--- src/hdl/cpsq_pkg.sv ---
// Shared types and constants for the credit-paced send queue.
// No dependencies; used by credit_paced_send_queue_unit.
package cpsq_pkg;

	// request function codes
	localparam logic [1:0] FUNC_ENQ_NORMAL = 2'd0;
	localparam logic [1:0] FUNC_ENQ_PRIO   = 2'd1;
	localparam logic [1:0] FUNC_TICK       = 2'd2;
	localparam logic [1:0] FUNC_STOP       = 2'd3;

	// result kinds
	localparam logic [1:0] KIND_SENT     = 2'd0;
	localparam logic [1:0] KIND_PING     = 2'd1;
	localparam logic [1:0] KIND_SHUTDOWN = 2'd2;
	localparam logic [1:0] KIND_DROPPED  = 2'd3;

	// register indexes (word address paddr[3:2])
	localparam logic [1:0] REG_CREDIT_CAP  = 2'd0;
	localparam logic [1:0] REG_CREDIT_COST = 2'd1;
	localparam logic [1:0] REG_PING_PERIOD = 2'd2;

	localparam int CREDIT_BITS = 4;
	localparam int PERIOD_BITS = 8;
	localparam int SEND_BITS   = 4;
	localparam int ADDR_BITS   = 4;
	localparam int DATA_BITS   = 32;

	localparam logic [CREDIT_BITS-1:0] CREDIT_CAP_RST  = 4'd8;
	localparam logic [CREDIT_BITS-1:0] CREDIT_COST_RST = 4'd2;
	localparam logic [PERIOD_BITS-1:0] PING_PERIOD_RST = 8'd60;

	// most messages sent on one tick
	localparam logic [SEND_BITS-1:0] MAX_SENDS = 4'd15;

	typedef enum logic [3:0] {
		ST_IDLE  = 4'b0001,
		ST_CHECK = 4'b0010,
		ST_FETCH = 4'b0100,
		ST_EMIT  = 4'b1000
	} state_t;

endpackage

--- src/hdl/credit_paced_send_queue_unit.sv ---
// Credit-paced send queue: handle deque, credit refill, keepalive and shutdown.
// Depends on cpsq_pkg (types, codes, reset values).
//
// Usage: requests (func, msg_handle) come in on req_valid/req_stall, results
// (kind, sent_handle, last) leave on rsp_valid/rsp_stall. The block stalls
// requests while it works on one. An enqueue that fits gives no result. A
// full queue gives a drop result: the block takes the request, then loads
// the output register.
// A tick refills credit, then drains the queue through one sequencer loop
// around a single credit subtract/compare unit and the queue memory read port:
// it takes the tick, then for each message sent it checks, reads the memory
// and loads the output register. A tick that finds messages but cannot send
// one ends at the check; one that pings or shuts down loads the output register.
// Each sent message needs one free slot in the output register: a stalled
// receiver holds the sequencer in its emit step, so nothing is lost.
// The last result of each request has last set.
// Reset: queue empty, credit 8, countdown 60, cap 8, cost 2, period 60,
// not stopped. After shutdown, every request is taken and ignored.
// Configuration is an APB-style port, registers at byte 0, 4 and 8.
module credit_paced_send_queue_unit #(
	parameter int QUEUE_DEPTH = 16,
	parameter int HANDLE_BITS = 16
) (
	input  logic                              clk,
	input  logic                              arst_n,
	input  logic                              req_valid,
	output logic                              req_stall,
	input  logic [1:0]                        func,
	input  logic [HANDLE_BITS-1:0]            msg_handle,
	output logic                              rsp_valid,
	input  logic                              rsp_stall,
	output logic [1:0]                        kind,
	output logic [HANDLE_BITS-1:0]            sent_handle,
	output logic                              last,
	input  logic                              psel,
	input  logic                              penable,
	input  logic                              pwrite,
	input  logic [cpsq_pkg::ADDR_BITS-1:0]    paddr,
	input  logic [cpsq_pkg::DATA_BITS-1:0]    pwdata,
	output logic [cpsq_pkg::DATA_BITS-1:0]    prdata,
	output logic                              pready
);

	localparam int PTR_BITS = (QUEUE_DEPTH > 1) ? $clog2(QUEUE_DEPTH) : 1;
	localparam int CNT_BITS = $clog2(QUEUE_DEPTH + 1);
	localparam int SUM_BITS = PTR_BITS + 1;
	localparam logic [PTR_BITS-1:0] LAST_PTR = PTR_BITS'(QUEUE_DEPTH - 1);
	localparam logic [CNT_BITS-1:0] FULL_CNT = CNT_BITS'(QUEUE_DEPTH);
	localparam logic [SUM_BITS-1:0] DEPTH_SUM = SUM_BITS'(QUEUE_DEPTH);

	localparam int CB = cpsq_pkg::CREDIT_BITS;
	localparam int PB = cpsq_pkg::PERIOD_BITS;
	localparam int SB = cpsq_pkg::SEND_BITS;

	cpsq_pkg::state_t state_q;

	logic [CB-1:0]          cap_q, cost_q, credit_q;
	logic [PB-1:0]          period_q, countdown_q;
	logic [PTR_BITS-1:0]    head_q;
	logic [CNT_BITS-1:0]    count_q;
	logic [SB-1:0]          sends_q;
	logic                   stop_q, halted_q;
	logic [HANDLE_BITS-1:0] rd_q;

	logic [1:0]             pend_kind_q;
	logic [HANDLE_BITS-1:0] pend_handle_q;
	logic                   pend_last_q;

	logic                   rsp_valid_q, last_q;
	logic [1:0]             kind_q;
	logic [HANDLE_BITS-1:0] sent_handle_q;

	logic [HANDLE_BITS-1:0] mem [QUEUE_DEPTH];

	logic                   req_xfer, rsp_xfer, cfg_wr, out_free;
	logic                   is_enq, q_full, wr_en;
	logic [PTR_BITS-1:0]    wr_addr, head_dec;
	logic [SUM_BITS-1:0]    tail_sum;
	logic [CB-1:0]          credit_inc, credit_sub;
	logic [PB-1:0]          countdown_dec;
	logic                   can_send, more_after;
	logic [CNT_BITS-1:0]    count_dec;
	logic [SB-1:0]          sends_inc;

	assign req_stall = (state_q != cpsq_pkg::ST_IDLE);
	assign req_xfer  = req_valid && !req_stall;
	assign rsp_xfer  = rsp_valid_q && !rsp_stall;
	assign out_free  = !rsp_valid_q || !rsp_stall;
	assign cfg_wr    = psel && penable && pwrite && pready;
	assign pready    = 1'b1;

	assign rsp_valid   = rsp_valid_q;
	assign kind        = kind_q;
	assign sent_handle = sent_handle_q;
	assign last        = last_q;

	always_comb begin
		prdata = '0;
		unique case (paddr[3:2])
			cpsq_pkg::REG_CREDIT_CAP:  prdata = cpsq_pkg::DATA_BITS'(cap_q);
			cpsq_pkg::REG_CREDIT_COST: prdata = cpsq_pkg::DATA_BITS'(cost_q);
			cpsq_pkg::REG_PING_PERIOD: prdata = cpsq_pkg::DATA_BITS'(period_q);
			default:                   prdata = '0;
		endcase
	end

	// enqueue address: front slot for priority, head+count (mod depth) for normal
	assign is_enq   = (func == cpsq_pkg::FUNC_ENQ_NORMAL) || (func == cpsq_pkg::FUNC_ENQ_PRIO);
	assign q_full   = (count_q == FULL_CNT);
	assign head_dec = (head_q == '0) ? LAST_PTR : head_q - 1'b1;
	assign tail_sum = SUM_BITS'(head_q) + SUM_BITS'(count_q);
	always_comb begin
		if (tail_sum >= DEPTH_SUM)
			wr_addr = PTR_BITS'(tail_sum - DEPTH_SUM);
		else
			wr_addr = PTR_BITS'(tail_sum);
		if (func == cpsq_pkg::FUNC_ENQ_PRIO)
			wr_addr = head_dec;
	end
	assign wr_en = req_xfer && !halted_q && is_enq && !q_full;

	always_ff @(posedge clk) begin
		if (wr_en)
			mem[wr_addr] <= msg_handle;
		rd_q <= mem[head_q];
	end

	// shared credit unit: refill on tick, subtract and compare in the send loop
	assign credit_inc    = (credit_q < cap_q) ? credit_q + 1'b1 : credit_q;
	assign credit_sub    = credit_q - cost_q;
	assign countdown_dec = countdown_q - 1'b1;
	assign count_dec     = count_q - 1'b1;
	assign sends_inc     = sends_q + 1'b1;
	assign can_send      = (count_q != '0) && (credit_q >= cost_q)
		&& (sends_q < cpsq_pkg::MAX_SENDS);
	assign more_after    = (count_dec != '0) && (credit_sub >= cost_q)
		&& (sends_inc < cpsq_pkg::MAX_SENDS);

	always_ff @(posedge clk or negedge arst_n) begin
		if (!arst_n) begin
			cap_q    <= cpsq_pkg::CREDIT_CAP_RST;
			cost_q   <= cpsq_pkg::CREDIT_COST_RST;
			period_q <= cpsq_pkg::PING_PERIOD_RST;
		end else if (cfg_wr) begin
			unique case (paddr[3:2])
				cpsq_pkg::REG_CREDIT_CAP:  cap_q    <= pwdata[CB-1:0];
				cpsq_pkg::REG_CREDIT_COST: cost_q   <= pwdata[CB-1:0];
				cpsq_pkg::REG_PING_PERIOD: period_q <= pwdata[PB-1:0];
				default: ;
			endcase
		end
	end

	always_ff @(posedge clk or negedge arst_n) begin
		if (!arst_n) begin
			state_q     <= cpsq_pkg::ST_IDLE;
			credit_q    <= cpsq_pkg::CREDIT_CAP_RST;
			countdown_q <= cpsq_pkg::PING_PERIOD_RST;
			head_q      <= '0;
			count_q     <= '0;
			sends_q     <= '0;
			stop_q      <= 1'b0;
			halted_q    <= 1'b0;
		end else begin
			unique case (state_q)
				cpsq_pkg::ST_IDLE: begin
					if (req_xfer && !halted_q) begin
						case (func) inside
							cpsq_pkg::FUNC_ENQ_NORMAL, cpsq_pkg::FUNC_ENQ_PRIO: begin
								if (q_full) begin
									state_q <= cpsq_pkg::ST_EMIT;
								end else begin
									count_q <= count_q + 1'b1;
									if (func == cpsq_pkg::FUNC_ENQ_PRIO)
										head_q <= head_dec;
								end
							end
							cpsq_pkg::FUNC_TICK: begin
								credit_q <= credit_inc;
								sends_q  <= '0;
								if (count_q != '0) begin
									countdown_q <= period_q;
									state_q     <= cpsq_pkg::ST_CHECK;
								end else if (stop_q) begin
									halted_q <= 1'b1;
									state_q  <= cpsq_pkg::ST_EMIT;
								end else if (countdown_dec == '0) begin
									countdown_q <= period_q;
									state_q     <= cpsq_pkg::ST_EMIT;
								end else begin
									countdown_q <= countdown_dec;
								end
							end
							default: stop_q <= 1'b1;
						endcase
					end
				end
				cpsq_pkg::ST_CHECK: begin
					// rd_q picks up the current head at this edge
					if (can_send) begin
						head_q   <= (head_q == LAST_PTR) ? '0 : head_q + 1'b1;
						count_q  <= count_dec;
						credit_q <= credit_sub;
						sends_q  <= sends_inc;
						state_q  <= cpsq_pkg::ST_FETCH;
					end else begin
						state_q <= cpsq_pkg::ST_IDLE;
					end
				end
				cpsq_pkg::ST_FETCH: state_q <= cpsq_pkg::ST_EMIT;
				cpsq_pkg::ST_EMIT: begin
					if (out_free)
						state_q <= pend_last_q ? cpsq_pkg::ST_IDLE : cpsq_pkg::ST_CHECK;
				end
				default: state_q <= cpsq_pkg::ST_IDLE;
			endcase
		end
	end

	// pending result, built by the sequencer before the output register
	always_ff @(posedge clk) begin
		if (state_q == cpsq_pkg::ST_IDLE && req_xfer) begin
			pend_last_q   <= 1'b1;
			pend_handle_q <= '0;
			if (is_enq) begin
				pend_kind_q   <= cpsq_pkg::KIND_DROPPED;
				pend_handle_q <= msg_handle;
			end else if (stop_q) begin
				pend_kind_q <= cpsq_pkg::KIND_SHUTDOWN;
			end else begin
				pend_kind_q <= cpsq_pkg::KIND_PING;
			end
		end else if (state_q == cpsq_pkg::ST_CHECK) begin
			pend_kind_q <= cpsq_pkg::KIND_SENT;
			pend_last_q <= !more_after;
		end else if (state_q == cpsq_pkg::ST_FETCH) begin
			pend_handle_q <= rd_q;
		end
	end

	always_ff @(posedge clk or negedge arst_n) begin
		if (!arst_n) begin
			rsp_valid_q <= 1'b0;
		end else if (state_q == cpsq_pkg::ST_EMIT && out_free) begin
			rsp_valid_q <= 1'b1;
		end else if (rsp_xfer) begin
			rsp_valid_q <= 1'b0;
		end
	end

	always_ff @(posedge clk) begin
		if (state_q == cpsq_pkg::ST_EMIT && out_free) begin
			kind_q        <= pend_kind_q;
			sent_handle_q <= pend_handle_q;
			last_q        <= pend_last_q;
		end
	end

	a_count_bound: assert property (@(posedge clk) disable iff (!arst_n)
		count_q <= FULL_CNT)
		else $error("queue count above depth");

	a_halt_sticks: assert property (@(posedge clk) disable iff (!arst_n)
		halted_q |=> halted_q)
		else $error("halted flag cleared");

	a_send_bound: assert property (@(posedge clk) disable iff (!arst_n)
		sends_q <= cpsq_pkg::MAX_SENDS)
		else $error("too many sends on one tick");

	a_emit_loads: assert property (@(posedge clk) disable iff (!arst_n)
		(state_q == cpsq_pkg::ST_EMIT && out_free) |=> rsp_valid_q)
		else $error("emit step did not load the output register");

	a_send_credit: assert property (@(posedge clk) disable iff (!arst_n)
		(state_q == cpsq_pkg::ST_CHECK && can_send) |-> (count_q != '0))
		else $error("send from an empty queue");

endmodule
--- config.mk ---
export PLATFORM = sky130hd
export DESIGN_NAME = credit_paced_send_queue_unit
export DESIGN_NICKNAME = d
export VERILOG_FILES = /design/src/hdl/cpsq_pkg.sv /design/src/hdl/credit_paced_send_queue_unit.sv
export SDC_FILE = /design/constraint.sdc
export NUM_CORES = 1
export LEC_CHECK = 0
export ABC_CLOCK_PERIOD_IN_PS = 6100
export BUFFER_PORTS_ARGS = -buffer_cell sky130_fd_sc_hd__buf_2
export CORE_ASPECT_RATIO = 1.25
export CORE_MARGIN = 2
export CORE_UTILIZATION = 59
export CTS_BUF_LIST = sky130_fd_sc_hd__clkbuf_2 sky130_fd_sc_hd__clkbuf_4 sky130_fd_sc_hd__clkbuf_8
export CTS_CLUSTER_DIAMETER = 60
export DETAILED_ROUTE_END_ITERATION = 12
export MAX_ROUTING_LAYER = met4
export PLACE_DENSITY = 0.75
export SLEW_MARGIN = 40
export SYNTH_ARGS = -nofsm -noshare
export SYNTH_HDL_FRONTEND = slang
export SYNTH_SLANG_ARGS = --single-unit
--- constraint.sdc ---
create_clock -name clk -period 6.1 [get_ports clk]
set_input_delay 0.305 -clock clk [delete_from_list [all_inputs] [get_ports clk]]
set_output_delay 0.305 -clock clk [all_outputs]
set_load 0.01 [all_outputs]
==> impl_metrics.env <==
export IMPL_root_buffer="clkbuf_8"
export IMPL_worstSkewPairLatency_ns=0.59
export IMPL_ant_nets=0
export IMPL_place_congestion=0.847
export IMPL_synthArstFlopShare_pct=13.4
export IMPL_fin_skew_ns=0.0450
export IMPL_port_buffers=63
export IMPL_synth_top_area_share_pct=57.9
export IMPL_power_per_cell_area_nw_per_um2=291
export IMPL_instances_no_fill=1405
export IMPL_drt_iter0_markers=651
export IMPL_ys_warn_count=0
export IMPL_fin_setup_tns_ns=0
export IMPL_initial_core_util_pct=60.1
export IMPL_synth_seq_area_share_pct=68.1
export IMPL_die_width_um=148
export IMPL_clkTransAtPathRegs_ns=0.06
export IMPL_detail_route_drc_violations=0
export IMPL_synth_edf_count=293
export IMPL_htreeDepth=2
export IMPL_fmax_mhz=304
export IMPL_worstPathArrival_ns=3.55
export IMPL_cts_sinks=358
export IMPL_endpoint_kind="flip-flop"
export IMPL_cts_setup_buffers=0
export IMPL_setup_violations=0
export IMPL_synth_area_leader_cell="edfxtp_1"
export IMPL_hp_class="in -> reg"
export IMPL_vias=8287
export IMPL_nets=1112
export IMPL_path_class="reg -> reg"
export IMPL_grt_pass1_vias=8376
export IMPL_fillers=1731
export IMPL_grtUsageTotal_pct=23.9
export IMPL_regArea_um2=10400
export IMPL_dp_slack_ns=2.80
export IMPL_rsz0062_at_grt="false"
export IMPL_drive_gt1_share_pct=29.7
export IMPL_drv_cap=0
export IMPL_cp_max_fo=23
export IMPL_yosysMostFrequentCell="edfxtp_1"
export IMPL_final_critical_path_setup_slack_ns=2.81
export IMPL_period_needed_ns=3.29
export IMPL_rows=65
export IMPL_final_util_pct=67.9
export IMPL_first_pass_iters=5
export IMPL_syn_instance_count=918
export IMPL_maxSlewViolCount=0
export IMPL_place_inst=1293
export IMPL_die_area_um2=27100
export IMPL_grt_max_degree=50
export IMPL_grt_overflow_total=0
export IMPL_antenna_found_initial=1
export IMPL_finalPower_mw=5.00
export IMPL_multi_input_area_um2=4570
export IMPL_tritoncts="yes"
export IMPL_fp_dieH_um=183
export IMPL_ys_ff_latch=358
export IMPL_grt_pass1_wl_mm=47.2
export IMPL_crit_slowest_cell="dfrtp_4"
export IMPL_coreArea_um2=25300
export IMPL_clockBufferDepth=3
export IMPL_routed_wl_mm=30.9
export IMPL_dp_hpwl_mm=18.7
export IMPL_numCtsBuffers=55
export IMPL_yosys_top_cells_area="edfxtp_1 (58%), mux4_2 (12%), dfrtp_1 (5.9%)"
export IMPL_tightest_slew_ns=0.803
export IMPL_slowest_delay_ns=0.65
export IMPL_synth_distinct_cells=74
export IMPL_avgSynthCellArea_um2=16.6
export IMPL_syn_area_um2=15200
export IMPL_hold_violations=0
export IMPL_status="completed"
export IMPL_area_growth_syn_to_layout_pct=13.0
export IMPL_worstPathCellList="ha_1 -> fa_1 -> nor2_1 -> a211oi_1 -> nand2_1 -> nor2_2 -> buf_4"
export IMPL_slew_headroom_pct=46.2
export IMPL_required_ns=6.37
export IMPL_fin_crit_sh_pct=53.9
export IMPL_ir_worst_vdd_uv=206
export IMPL_boundaryPins=115
export IMPL_synth_ff_type="edfxtp_1"
export IMPL_p_leak_nw=6.23
export IMPL_crit_path_start_kind="flip-flop"
export IMPL_yosys_top_cells_count="edfxtp_1 (293), mux4_2 (80), nand2_1 (60), o21ai_0 (50), nor2_1 (42)"
export IMPL_vias_per_cell=5.90
export IMPL_wl_per_cell_um=22.0
## sequential cells by signal (all words and copies together) (netlist names)
signal	count
cap_q	4
cost_q	4
count_q	5
countdown_q	8
credit_q	4
halted_q	1
head_q	4
kind	2
last	1
mem	256
pend_handle_q	16
pend_kind_q	2
pend_last_q	1
period_q	8
rd_q	16
rsp_valid	1
sends_q	4
sent_handle	16
state_q	4
stop_q	1
## power by group
group	switching [mW]	leakage, nW	internal (mW)
registers	0.0233	3.38	2.68
clock network	0.930	0.630	1.16
logic	0.132	2.21	0.0808
## final cells by class
class                           count  area share (%)
Sequential cell                   358            60.3
Multi-Input combinational cell    491            26.6
Clock buffer                       75            5.57
Tap cell                          335            2.44
Timing Repair Buffer               90            3.15
Antenna cell                        1          0.0146
Clock inverter                     28            1.32
Inverter                           27           0.590
## critical path, delay by kind of cell (launching register included)
| family | cells | cell delay [ns] |
|---|---|---|
| adders and majority gates | 2 | 0.81 |
| DFF | 1 | 0.65 |
| and+or+nand+nor | 3 | 0.78 |
| AOI/OAI and AO/OA | 1 | 0.39 |
| buffers and inverters | 1 | 0.35 |
## per-layer routing
layer | GRT usage, % | vias to the layer above | routed length, um | part of all wire (%)
met5 | - | - | 0 | 0
met4 | 10.3 | 0 | 1190 | 3.8
met3 | 3.57 | 85 | 1690 | 5.5
met2 | 40.3 | 267 | 16000 | 52
met1 | 29.2 | 4184 | 12100 | 39
li1 | - | 3751 | - | -
## kinds of logic after synthesis
family / synth area share [%]
AOI/OAI and AO/OA: 5.43
xor gates and xnor gates: 0.864
adders and majority gates: 2.40
buffers and inverters: 3.13
DFF: 68.1
muxes: 13.5
other: 0.0494
and+or+nand+nor: 6.55
## per-stage QoR
stage               hold slack, ns  area, um^2
floorplan                  0.00941       15300
global placement             0.405       15900
detailed placement           0.405       15900
CTS                        0.00300       17200
global route                0.0127       17200
finish                      0.0268       17200
## cells in the final DEF (no fill, tap or decap), types with 23 or more instances in the layout
cell type / instances
nand2b_1: 24
conb_1: 25
nor2_1: 26
edfxtp_1: 293
inv_1: 27
ha_1: 26
buf_2: 63
a21oi_1: 23
dfrtp_1: 33
mux4_2: 80
clkbuf_8: 63
o21ai_0: 50
nand2_1: 60
## timing repair
| action | 4_1_cts | 5_1_grt |
|---|---|---|
| gates resized for setup | 0 | 0 |
| endpoints found under the hold margin | 43 | 0 |
| setup endpoints to repair | 0 | 0 |
| hold buffers | 8 | 0 |
## final timing paths
kind                                       startpoint                       end  slack [ns]  cells after the start
max                             head_q[0]$_DFFE_PN0P_       mem[7][2]$_DFFE_PP_        2.81                      7
min                                         pwdata[0]   period_q[0]$_DFFE_PN0P_        0.03                      2
max reg2reg                     head_q[0]$_DFFE_PN0P_       mem[7][2]$_DFFE_PP_        2.81                      7
min reg2reg                pend_handle_q[2]$_DFFE_PP_  sent_handle[2]$_DFFE_PP_        0.41                      0
max in group asynchronous                      arst_n     head_q[0]$_DFFE_PN0P_        5.23                      3
min in group asynchronous                      arst_n   period_q[6]$_DFFE_PN0P_        0.37                      3
(Power assumes the default switching activity.)
